$ cat config.mk
export PLATFORM = sky130hd
export DESIGN_NAME = generational_handle_slot_allocator
export DESIGN_NICKNAME = d
export VERILOG_FILES = /design/src/rtl/core/ghsa_pkg.sv /design/src/rtl/core/ghsa_gen_unit.sv /design/src/rtl/core/ghsa_slot_table.sv /design/src/rtl/core/generational_handle_slot_allocator.sv
export VERILOG_INCLUDE_DIRS = /design/src /design/src/rtl/core
export SDC_FILE = /design/constraint.sdc
export NUM_CORES = 1
export LEC_CHECK = 0
export BUFFER_PORTS_ARGS = -buffer_cell sky130_fd_sc_hd__buf_2
export CAP_MARGIN = 10
export CORE_MARGIN = 4
export CORE_UTILIZATION = 30
export DETAILED_ROUTE_END_ITERATION = 16
export PLACE_DENSITY = 0.43
export SKIP_LAST_GASP = 1
export SLEW_MARGIN = 20
export SYNTH_ARGS = -nofsm -noshare
export SYNTH_HDL_FRONTEND = slang
export SYNTH_SLANG_ARGS = --single-unit
$ cat constraint.sdc
create_clock -name clk_i -period 11.8 [get_ports clk_i]
set_clock_uncertainty 0.05 [all_clocks]
set_input_delay 1.18 -clock clk_i [delete_from_list [all_inputs] [get_ports clk_i]]
set_output_delay 1.18 -clock clk_i [all_outputs]
set_load 0.05 [all_outputs]
$ cat src/rtl/core/generational_handle_slot_allocator_defines.svh
// assertion helpers shared by the allocator rtl
`ifndef GENERATIONAL_HANDLE_SLOT_ALLOCATOR_DEFINES_SVH
`define GENERATIONAL_HANDLE_SLOT_ALLOCATOR_DEFINES_SVH

// property that must hold at every clock edge out of reset
`define GHSA_ASSERT(name, clk, rst_n, prop) \
  name: assert property (@(posedge clk) disable iff (!rst_n) (prop)) \
    else $error("%m: check failed");

// condition in one cycle implies a condition in the next
`define GHSA_ASSERT_NEXT(name, clk, rst_n, pre, post) \
  name: assert property (@(posedge clk) disable iff (!rst_n) (pre) |=> (post)) \
    else $error("%m: check failed");

`endif

$ cat src/rtl/core/ghsa_pkg.sv
package ghsa_pkg;

  // default sizing of the slot table
  localparam int unsigned MaxSlotsDef  = 16;
  localparam int unsigned MaxExtentDef = 4096;
  localparam int unsigned GenBitsDef   = 16;

  // fixed field widths
  localparam int unsigned CfgIdxW  = 1;
  localparam int unsigned CfgDataW = 5;
  localparam int unsigned CapW     = 5;
  localparam int unsigned CountW   = 5;
  localparam int unsigned TallyW   = 16;
  localparam int unsigned HSlotW   = 8;
  localparam int unsigned HGenW    = 16;
  localparam int unsigned ExtW     = 16;
  localparam int unsigned StatusW  = 3;

  localparam logic [CapW-1:0] CapReset = 5'd16;

  typedef enum logic [1:0] {
    OP_CREATE  = 2'd0,
    OP_DESTROY = 2'd1,
    OP_QUERY   = 2'd2
  } op_e;

  typedef enum logic [StatusW-1:0] {
    ST_OK         = 3'd0,
    ST_NOT_READY  = 3'd1,
    ST_BAD_FORMAT = 3'd2,
    ST_BAD_SIZE   = 3'd3,
    ST_NO_SLOT    = 3'd4,
    ST_BAD_HANDLE = 3'd5
  } status_e;

  typedef enum logic [CfgIdxW-1:0] {
    CFG_DEVICE_READY  = 1'b0,
    CFG_SLOT_CAPACITY = 1'b1
  } cfg_idx_e;

  typedef struct packed {
    logic [1:0]        opcode;
    logic              format_is_rgba8;
    logic [ExtW-1:0]   target_width;
    logic [ExtW-1:0]   target_height;
    logic [HSlotW-1:0] handle_slot;
    logic [HGenW-1:0]  handle_generation;
  } req_t;

  typedef struct packed {
    logic [StatusW-1:0] status;
    logic [HSlotW-1:0]  out_slot;
    logic [HGenW-1:0]   out_generation;
    logic [CountW-1:0]  active_count;
    logic [TallyW-1:0]  failed_count;
  } rsp_t;

  // write controls toward the slot table
  typedef struct packed {
    logic gen_we;
    logic act_we;
    logic act_val;
  } tbl_cmd_t;

  // index width for a table of n entries
  function automatic int unsigned idx_w(int unsigned n);
    return (n > 1) ? $clog2(n) : 1;
  endfunction

endpackage

$ cat src/rtl/core/ghsa_gen_unit.sv
module ghsa_gen_unit #(
  parameter int unsigned GEN_BITS = ghsa_pkg::GenBitsDef
) (
  input  logic                       create_i,
  input  logic [GEN_BITS-1:0]        stored_i,
  input  logic [ghsa_pkg::HGenW-1:0] handle_gen_i,
  output logic                       match_o,
  output logic [GEN_BITS-1:0]        next_o
);
  import ghsa_pkg::*;

  localparam int unsigned CmpW = (GEN_BITS > HGenW) ? GEN_BITS : HGenW;

  logic [CmpW-1:0] operand;

  // one comparator: zero test on create, handle match otherwise
  assign operand = create_i ? '0 : CmpW'(handle_gen_i);
  assign match_o = (CmpW'(stored_i) == operand);

  // create lifts generation 0 to 1, destroy steps it with wrap
  always_comb begin
    if (create_i) begin
      next_o = match_o ? GEN_BITS'(1) : stored_i;
    end else begin
      next_o = stored_i + GEN_BITS'(1);
    end
  end

endmodule

$ cat src/rtl/core/ghsa_slot_table.sv
module ghsa_slot_table #(
  parameter int unsigned MAX_SLOTS = ghsa_pkg::MaxSlotsDef,
  parameter int unsigned GEN_BITS  = ghsa_pkg::GenBitsDef
) (
  input  logic                                    clk_i,
  input  logic                                    rst_ni,
  input  logic [ghsa_pkg::idx_w(MAX_SLOTS)-1:0]   addr_i,
  input  ghsa_pkg::tbl_cmd_t                      cmd_i,
  input  logic [GEN_BITS-1:0]                     wr_gen_i,
  output logic                                    act_o,
  output logic [GEN_BITS-1:0]                     gen_o
);
  import ghsa_pkg::*;

  logic [MAX_SLOTS-1:0] act_q;
  logic [MAX_SLOTS-1:0] gvld_q;
  logic                 rd_vld_q;
  logic [GEN_BITS-1:0]  mem_q [MAX_SLOTS];
  logic [GEN_BITS-1:0]  rd_q;

  // active marks and written marks, cleared by reset
  always_ff @(posedge clk_i or negedge rst_ni) begin
    if (!rst_ni) begin
      act_q    <= '0;
      gvld_q   <= '0;
      rd_vld_q <= 1'b0;
    end else begin
      if (cmd_i.act_we) begin
        act_q[addr_i] <= cmd_i.act_val;
      end
      if (cmd_i.gen_we) begin
        gvld_q[addr_i] <= 1'b1;
      end
      rd_vld_q <= gvld_q[addr_i];
    end
  end

  // generation memory, registered read
  always_ff @(posedge clk_i) begin
    if (cmd_i.gen_we) begin
      mem_q[addr_i] <= wr_gen_i;
    end
    rd_q <= mem_q[addr_i];
  end

  assign act_o = act_q[addr_i];
  // never written entry reads as generation 0
  assign gen_o = rd_vld_q ? rd_q : '0;

endmodule

$ cat src/rtl/core/generational_handle_slot_allocator.sv
// Slot allocator for generational handles. A request is taken when start is
// high and busy is low; busy then stays high until the result is out. The
// result shows on rsp_o for exactly one cycle with result_valid_o high and
// cannot be held off, so the receiver must take it in that cycle. Query and
// destroy requests that reach the generation compare pass through the decode
// and compare states; requests turned away by the first checks (not ready,
// bad format or size, handle slot out of range, inactive or generation zero,
// unused opcode) end in decode. Create walks the active marks one slot per
// cycle from slot 0 over the shared table address and allocates the lowest
// free slot; a walk that reaches the usable capacity ends with no slot. The
// generation memory has one port with a registered read, so each compare or
// update uses the value read in the state before it. A new request may be
// accepted in the cycle the result is shown. Configuration writes take effect
// at once and should only be issued while busy is low.
`include "generational_handle_slot_allocator_defines.svh"

module generational_handle_slot_allocator #(
  parameter int unsigned MAX_SLOTS  = ghsa_pkg::MaxSlotsDef,
  parameter int unsigned MAX_EXTENT = ghsa_pkg::MaxExtentDef,
  parameter int unsigned GEN_BITS   = ghsa_pkg::GenBitsDef
) (
  input  logic                          clk_i,
  input  logic                          rst_ni,
  input  logic                          start,
  output logic                          busy,
  input  logic                          cfg_we_i,
  input  logic [ghsa_pkg::CfgIdxW-1:0]  cfg_idx_i,
  input  logic [ghsa_pkg::CfgDataW-1:0] cfg_data_i,
  input  ghsa_pkg::req_t                req_i,
  output logic                          result_valid_o,
  output ghsa_pkg::rsp_t                rsp_o
);
  import ghsa_pkg::*;

  localparam int unsigned SlotW = idx_w(MAX_SLOTS);
  localparam int unsigned ScanW = $clog2(MAX_SLOTS + 1);
  localparam int unsigned UseW  = (ScanW > CapW) ? ScanW : CapW;
  localparam int unsigned CmpW  = (UseW > HSlotW) ? UseW : HSlotW;
  localparam logic [ExtW-1:0] ExtMax = ExtW'(MAX_EXTENT);

  typedef enum logic [2:0] {
    S_IDLE,
    S_DECODE,
    S_SCAN,
    S_ALLOC,
    S_COMPARE
  } state_e;

  state_e              state_q, state_d;
  req_t                req_q;
  rsp_t                rsp_q;
  logic                valid_q;
  logic                ready_q;
  logic [CapW-1:0]     cap_q;
  logic [ScanW-1:0]    scan_q, scan_d;
  logic [CountW-1:0]   live_q, live_d;
  logic [TallyW-1:0]   tally_q, tally_d;

  logic                done;
  logic                fail;
  status_e             status;
  logic [HSlotW-1:0]   oslot;
  logic [HGenW-1:0]    ogen;

  logic [UseW-1:0]     usable;
  logic                size_ok;
  logic                handle_pre;
  logic                scan_end;
  logic                is_destroy;
  logic                rsp_err;

  tbl_cmd_t            tbl_cmd;
  logic                act_rd;
  logic [GEN_BITS-1:0] gen_rd;
  logic                gen_match;
  logic [GEN_BITS-1:0] gen_next;

  // configuration registers
  always_ff @(posedge clk_i or negedge rst_ni) begin
    if (!rst_ni) begin
      ready_q <= 1'b0;
      cap_q   <= CapReset;
    end else if (cfg_we_i) begin
      case (cfg_idx_i)
        CFG_DEVICE_READY:  ready_q <= cfg_data_i[0];
        CFG_SLOT_CAPACITY: cap_q   <= cfg_data_i[CapW-1:0];
        default: ;
      endcase
    end
  end

  // capacity saturated to the table depth
  always_comb begin
    if (UseW'(cap_q) > UseW'(MAX_SLOTS)) begin
      usable = UseW'(MAX_SLOTS);
    end else begin
      usable = UseW'(cap_q);
    end
  end

  assign is_destroy = (req_q.opcode == OP_DESTROY);

  assign size_ok = (req_q.target_width != '0) && (req_q.target_height != '0) &&
                   (req_q.target_width <= ExtMax) && (req_q.target_height <= ExtMax);

  // handle checks that need no stored generation
  assign handle_pre = ready_q && (req_q.handle_generation != '0) &&
                      (CmpW'(req_q.handle_slot) < CmpW'(usable)) && act_rd;

  assign scan_end = (UseW'(scan_q) >= usable);

  // slot table and shared generation compare / step unit
  ghsa_slot_table #(
    .MAX_SLOTS(MAX_SLOTS),
    .GEN_BITS (GEN_BITS)
  ) u_table (
    .clk_i   (clk_i),
    .rst_ni  (rst_ni),
    .addr_i  (scan_q[SlotW-1:0]),
    .cmd_i   (tbl_cmd),
    .wr_gen_i(gen_next),
    .act_o   (act_rd),
    .gen_o   (gen_rd)
  );

  ghsa_gen_unit #(
    .GEN_BITS(GEN_BITS)
  ) u_gen (
    .create_i    (state_q == S_ALLOC),
    .stored_i    (gen_rd),
    .handle_gen_i(req_q.handle_generation),
    .match_o     (gen_match),
    .next_o      (gen_next)
  );

  // table writes on allocate and on a matching destroy
  always_comb begin
    tbl_cmd = '0;
    if (state_q == S_ALLOC) begin
      tbl_cmd.gen_we  = 1'b1;
      tbl_cmd.act_we  = 1'b1;
      tbl_cmd.act_val = 1'b1;
    end else if (state_q == S_COMPARE && gen_match && is_destroy) begin
      tbl_cmd.gen_we  = 1'b1;
      tbl_cmd.act_we  = 1'b1;
      tbl_cmd.act_val = 1'b0;
    end
  end

  // sequencer next state and result
  always_comb begin
    state_d = state_q;
    scan_d  = scan_q;
    live_d  = live_q;
    done    = 1'b0;
    fail    = 1'b0;
    status  = ST_OK;
    oslot   = '0;
    ogen    = '0;
    case (state_q)
      S_IDLE: begin
        if (start) begin
          state_d = S_DECODE;
          scan_d  = (req_i.opcode == OP_CREATE) ? '0 : ScanW'(req_i.handle_slot);
        end
      end
      S_DECODE: begin
        case (req_q.opcode)
          OP_CREATE: begin
            if (!ready_q) begin
              done = 1'b1; fail = 1'b1; status = ST_NOT_READY;
            end else if (!req_q.format_is_rgba8) begin
              done = 1'b1; fail = 1'b1; status = ST_BAD_FORMAT;
            end else if (!size_ok) begin
              done = 1'b1; fail = 1'b1; status = ST_BAD_SIZE;
            end else begin
              state_d = S_SCAN;
            end
          end
          OP_DESTROY, OP_QUERY: begin
            if (handle_pre) begin
              state_d = S_COMPARE;
            end else begin
              done   = 1'b1;
              fail   = is_destroy;
              status = ST_BAD_HANDLE;
            end
          end
          default: begin
            done   = 1'b1;
            status = ST_BAD_HANDLE;
          end
        endcase
      end
      S_SCAN: begin
        if (scan_end) begin
          done = 1'b1; fail = 1'b1; status = ST_NO_SLOT;
        end else if (!act_rd) begin
          state_d = S_ALLOC;
        end else begin
          scan_d = scan_q + ScanW'(1);
        end
      end
      S_ALLOC: begin
        done   = 1'b1;
        live_d = live_q + CountW'(1);
        oslot  = HSlotW'(scan_q);
        ogen   = HGenW'(gen_next);
      end
      S_COMPARE: begin
        done = 1'b1;
        if (gen_match) begin
          if (is_destroy && live_q != '0) begin
            live_d = live_q - CountW'(1);
          end
        end else begin
          fail   = is_destroy;
          status = ST_BAD_HANDLE;
        end
      end
      default: state_d = S_IDLE;
    endcase
    if (done) begin
      state_d = S_IDLE;
    end
  end

  assign tally_d = tally_q + TallyW'(fail);

  // state, counters and the result register
  always_ff @(posedge clk_i or negedge rst_ni) begin
    if (!rst_ni) begin
      state_q <= S_IDLE;
      req_q   <= '0;
      scan_q  <= '0;
      live_q  <= '0;
      tally_q <= '0;
      valid_q <= 1'b0;
      rsp_q   <= '0;
    end else begin
      state_q <= state_d;
      scan_q  <= scan_d;
      live_q  <= live_d;
      tally_q <= tally_d;
      valid_q <= done;
      if (state_q == S_IDLE && start) begin
        req_q <= req_i;
      end
      if (done) begin
        rsp_q.status         <= status;
        rsp_q.out_slot       <= oslot;
        rsp_q.out_generation <= ogen;
        rsp_q.active_count   <= live_d;
        rsp_q.failed_count   <= tally_d;
      end
    end
  end

  assign busy           = (state_q != S_IDLE);
  assign result_valid_o = valid_q;
  assign rsp_o          = rsp_q;

  // failed result on the ports
  assign rsp_err = result_valid_o && (rsp_o.status != ST_OK);

  // checks
  `GHSA_ASSERT(a_result_when_idle, clk_i, rst_ni, result_valid_o |-> !busy)
  `GHSA_ASSERT_NEXT(a_accept_goes_busy, clk_i, rst_ni, start && !busy, busy)
  `GHSA_ASSERT(a_fail_has_no_gen, clk_i, rst_ni, rsp_err |-> rsp_o.out_generation == '0)
  `GHSA_ASSERT_NEXT(a_idle_tally_held, clk_i, rst_ni, state_q == S_IDLE, $stable(tally_q))

endmodule

Word level (Yosys, flattened, before mapping)
Memories as Yosys holds them, arrays and structs flattened. A register that Yosys moved wholly into a read port is not among the register bits.
Cells that the tools add are included.

cells by class
  add/subtract/negate cells = 5
  magnitude comparators = 7
  equality and inequality tests = 19
  mux-type cells = 55
  bitwise logic cells = 2
  reduce and logical (&&, ||, !) cells = 26

operators by type and width
  kind                   count
  $mux 16                5
  $reduce_bool 16->1     3
  $mux 5                 8
  $mux 3                 13
  $le 16x13->1 const B   2
  $pmux 5 s2             2
  $add 16x1->16          1
  $add 16x1->16 const B  1
  $bwmux 16              1
  $eq 16x16->1           1
  $ne 4x4->1 const B     4
  $or 16x16->16          1
  $mux 1                 12
  $pmux 3 s2             2
  $pmux 3 s4             1
  $logic_and 1x1->1      11
  $add 5x1->5 const B    2
  $ne 3x3->1 const B     3
  $pmux 3 s3             1
  $reduce_and 9->1       1
  $bmux 1 s4             2
  $lt 8x5->1             1
  $eq 3x2->1 const B     2
  $mux 2                 3
  24 further kinds       31

word-level totals
  register bits = 176
  memory bits (writable) = 256
  output and inout bits = 50
  word-level logic and storage cells = 136
  memories kept = 1

memory list
  name           depth  width  read ports  clocked after memory_dff  write ports  line                   source
  u_table.mem_q  16     16     1           1                         1            ghsa_slot_table.sv:18  logic [GEN_BITS-1:0] mem_q [MAX_SLOTS];

Depth between registers and ports, before layout
  depth in word-level cells = 11
  gate-level depth with buffers = 17

Hierarchy
From an unflattened synthesis, not the netlist that was laid out.

second synthesis, totals
  cells, all modules = 1131
  area total of the unflattened synthesis = 18485.2 µm²

modules (own cells, without submodules)
  module                              times used  cells each  area an instance (µm²)  seq. area each (µm²)
  ghsa_slot_table                     1           555         11616.1                 8833.5
  generational_handle_slot_allocator  1           467         6129.6                  3504.6
  ghsa_gen_unit                       1           109         739.5                   0.0

Least setup slack after synthesis
No wires, ideal clock.

  path type = register to register
  start = register scan_q[0]
  end = register rsp_q (netlist bit rsp_o[12])
  arrival time = 3652 ps
  setup slack = 7971 ps
  stages on the path, launching flop included = 18
  path buffers = 3
  period minus slack after synthesis = 3829 ps
  path through = dfrtp_1 buf_2 buf_1 clkbuf_1 inv_1 ha_1 nand2b_1 a21o_1 a21oi_1 o21ai_1 a221o_1 ha_1 ha_1 nand3_1 nor2_1 nand2_1 xnor2_1 mux2_1

between the ends
  word-level cells in the longest chain between the ends = 7

RTL lines
  what                          line                                       source
  start: declaration            generational_handle_slot_allocator.sv:55   logic [ScanW-1:0] scan_q, scan_d;
  start signal: assignment      generational_handle_slot_allocator.sv:242  scan_q <= scan_d;
  $bmux 1 s4                    ghsa_slot_table.sv:46                      assign act_o = act_q[addr_i];
  $mux 1 (implied by the code)  ghsa_slot_table.sv:46
  $logic_and 1x1->1             generational_handle_slot_allocator.sv:108  (CmpW'(req_q.handle_slot) < CmpW'(usable)) && act_rd;
  $mux 1                        generational_handle_slot_allocator.sv:181  if (handle_pre) begin
  $pmux 1 s2                    generational_handle_slot_allocator.sv:168  case (req_q.opcode)
  $pmux 1 s3 *                  generational_handle_slot_allocator.sv:160  case (state_q)
  $add 16x1->16 *               generational_handle_slot_allocator.sv:228  assign tally_d = tally_q + TallyW'(fail);
  via tally_d[12]               generational_handle_slot_allocator.sv:57   logic [TallyW-1:0] tally_q, tally_d;
  end: declaration              generational_handle_slot_allocator.sv:51   rsp_t rsp_q;

The timed path passes the listed nets; every way through them passes the cells marked *. The select of a mux whose other input is x is not followed.
A chain may end at the register's enable or synchronous reset.

Worst setup path after layout
  start = register scan_q[0]
  end = register rsp_q (netlist bit rsp_o[15])

between the ends
  word-level cells in the longest chain between the ends = 7

RTL lines
  what                          line
  $bmux 1 s4                    ghsa_slot_table.sv:46
  $mux 1 (implied by the code)  ghsa_slot_table.sv:46
  $logic_and 1x1->1             generational_handle_slot_allocator.sv:108
  $mux 1                        generational_handle_slot_allocator.sv:181
  $pmux 1 s2                    generational_handle_slot_allocator.sv:168
  $pmux 1 s3                    generational_handle_slot_allocator.sv:160
  $add 16x1->16                 generational_handle_slot_allocator.sv:228

Parallel ways exist; a longest one is shown, timed or not. The select of a mux whose other input is x is not followed.

==> reports/summary.txt <==
most frequent cells in the layout = 256 x edfxtp_1, 169 x dfrtp_1, 114 x buf_2
status = complete, no violations
remaining antenna violation count = 0
Syn-to-layout area delta = 17.8%
Fillers = 5741
first-pass GRT wire length = 73.9 mm
nets = 1379
largest net degree at the start of global routing = 111
io pins = 119
TritonCTS Buffers = 50
postcts setup bufs = 0
Die Span X = 256 um
combinational power share = 28.5%
Iteration-0 DRC Markers = 806
Hold Crit Class = register to register
clk buf depth = 3
final count of hold timing violations = 0
Synth async-reset ratio = 38.9%
Arr. time, crit path = 5.29 ns
post-route clock period utilization = 41.4%
commonest non-fill, non-tap cell in the layout = edfxtp_1
internal power = 3.54 mW
Distinct cells, synth = 65
Total GRT Usage = 14.9%
sequential cell area = 12300 um^2
Synth Area per Inst = 16.0 um^2
drt drc = 0
minimum clock period = 4.88 ns
PortBufs = 115
total net switching power = 1.78 mW
Remaining Overflow, GRT = 0
Seq pwr share = 42.3%
Via density = 5.00
Die Y = 256 um
fin. max-slew vios = 0
Clk pin slew, worst setup/hold paths = 0.06 ns
# hold bufs at CTS = 0
area of the multi-input gates = 5870 um^2
sequential share of the synthesized area = 66.9%
Power Density = 245 nW/um^2
setup ws final = 6.92 ns
Crit-path slowest cell = dfrtp_4
average wire per standard cell = 23.2 um
initial antenna violation count = 0
VDD IR max = 0.106 mV
row cnt = 90
slew of the pin with the lowest slew margin = 1.05 ns
Initial Utilization = 30.4%
full die area = 65500 um^2
CTS resizes = 0
share of cells above drive strength 1 = 31.3%
CTS tree = yes
Fin Setup TNS = 0 ns
Sw Ratio = 33.5%
Post-Route WL = 49.0 mm
Critical Path Max Stage Delay = 1.07 ns
CP Class = register to register
post-DP HPWL = 30.1 mm
vias in the first global route = 11200
Synth Warn # = 0
Clock power frac = 29.2%
dpl ws = 6.95 ns
post-synthesis register bit count = 445
Worst EP required = 12.21 ns
EDFF count, synth = 256
crit-path cells = inv_1 > ha_1 > nand2b_1 > a21o_1 > a21oi_1 > o21ai_1 > a311oi_2 > and2_1 > inv_4 > mux2_1
Post-Synthesis Cells = 1152
final RePlAce weighted congestion = 0.757
vias post-DR = 10600
CTS root buf = clkbuf_16
H-tree levels = 2
Max Cap Viol = 0
CTS sink cnt = 445
max_slew headroom = 29.8%
RSZ-0062 raised after global routing = no
Mapped Area = 18400 um^2
Leak = 8.15 nW
Critical Path End Type = register
1st-pass router iterations = 5
final setup vio count = 0
Worst-Skew Late Latency = 0.61 ns
Top FF cell, synth = edfxtp_1
critical path fanouts, max = 48
CORE AREA = 60600 um^2
Worst setup SP type = register
Peak Freq = 205 MHz
## worst paths after layout
path | slack [ns] | depth (start not counted) | to | start
min in group asynchronous | 0.68 | 1 | rsp_o[32]$_DFFE_PN0P_ | rst_ni
max reg2reg | 6.92 | 10 | rsp_o[15]$_DFFE_PN0P_ | scan_q[0]$_DFFE_PN0P_
max | 6.92 | 10 | rsp_o[15]$_DFFE_PN0P_ | scan_q[0]$_DFFE_PN0P_
min | 0.42 | 1 | u_table.gvld_q[15]$_DFFE_PN0P_ | u_table.gvld_q[15]$_DFFE_PN0P_
max in group asynchronous | 9.49 | 2 | scan_q[1]$_DFFE_PN0P_ | rst_ni
min reg2reg | 0.42 | 1 | u_table.gvld_q[15]$_DFFE_PN0P_ | u_table.gvld_q[15]$_DFFE_PN0P_
## kinds of logic after synthesis
kind of cell    count (synthesis)  share of synthesized area (%)
compound gates                166                           5.68
flops                         445                           66.9
simple gates                  241                           6.61
buf+inv                        78                           1.85
fa+ha+maj                      21                           1.42
mux                           170                           16.1
xor+xnor                       30                           1.42
other cells                     1                         0.0203
## critical path, delay by kind of cell, from the launching register on
kind / cells / cell delay, ns
fa+ha+maj: 1 / 0.35
simple gates: 2 / 0.98
compound gates: 4 / 1.24
mux: 1 / 0.42
flops: 1 / 1.07
buf+inv: 2 / 0.58
## synth_stat cells (3+ instances only)
cell      instances  area (um^2)
edfxtp_1        256         7690
and4_1            4         35.0
nor3_1            6         30.0
nand4_1          11         68.8
buf_2             9         45.0
nor2_1           52          195
mux4_2           89         2000
buf_1            10         37.5
nor2b_1           5         31.3
or4_1             6         45.0
ha_1             21          263
a21o_1            3         22.5
mux2_2           63          709
o21ai_1          17         85.1
and2_1            4         25.0
buf_4             3         22.5
dfrtp_1         172         4300
o21ai_0          51          255
mux2_4           13          195
a22o_1            8         70.1
o21bai_1         18          135
clkbuf_1         36          135
buf_6             3         33.8
and3_1           20          125
inv_1            16         60.1
nor4bb_1          4         40.0
a21oi_1          29          145
o32ai_1           4         35.0
a31oi_1           6         37.5
xnor2_1          18          158
o22ai_1           4         25.0
a32o_1            5         50.1
nor4_1           11         68.8
a211o_1           3         26.3
xor2_1           12          105
mux2_1            5         56.3
nand2_1          66          248
dfxtp_1          16          320
nand3_1          39          195
## power by group through the flow
stage / clock [mW] / sequential [mW] / combinational [mW]
global route: 1.67 / 2.29 / 1.66
global placement: 0 / 2.28 / 1.52
finish: 1.55 / 2.25 / 1.52
detailed placement: 0 / 2.29 / 1.54
floorplan: 0 / 2.22 / 1.11
CTS: 1.60 / 2.26 / 1.54
## registers in the layout, indices dropped and copies added, names as in the netlist
name,count
ready_q,1
live_q,5
scan_q,5
u_table.mem_q,256
req_q,59
u_table.gvld_q,16
state_q,3
u_table.act_q,16
u_table.rd_vld_q,1
result_valid_o,1
tally_q,16
cap_q,5
u_table.rd_q,16
rsp_o,45
## metrics by stage
stage | total power, mW | util (%) | cells | hold WS (ns) | instance area (um^2)
detailed placement | 3.83 | 33.1 | 2019 | 0.409 | 20100
global route | 5.62 | 35.9 | 2113 | 0.433 | 21700
finish | 5.32 | 35.9 | 2114 | 0.421 | 21700
global placement | 3.80 | 33.1 | 2019 | 0.405 | 20000
CTS | 5.40 | 35.8 | 2113 | 0.423 | 21700
floorplan | 3.33 | - | 1154 | 0.388 | 18400
## layout make-up
type                            count  area share (%)
Antenna cell                        1          0.0115
Clock buffer                       77            6.69
Clock inverter                     17           0.956
Inverter                           17           0.305
Multi-Input combinational cell    631            27.0
Sequential cell                   445            56.8
Tap cell                          782            4.50
Timing Repair Buffer              144            3.69
## layer usage
| metal | track usage [%] | share of wire (%) | up-vias |
|---|---|---|---|
| met5 | 0 | 0 | - |
| met4 | 3.85 | 2.2 | 0 |
| met2 | 24.3 | 48 | 239 |
| li1 | - | - | 4745 |
| met3 | 2.45 | 3.9 | 68 |
| met1 | 20.8 | 46 | 5516 |
(Power assumes the default switching activity.)
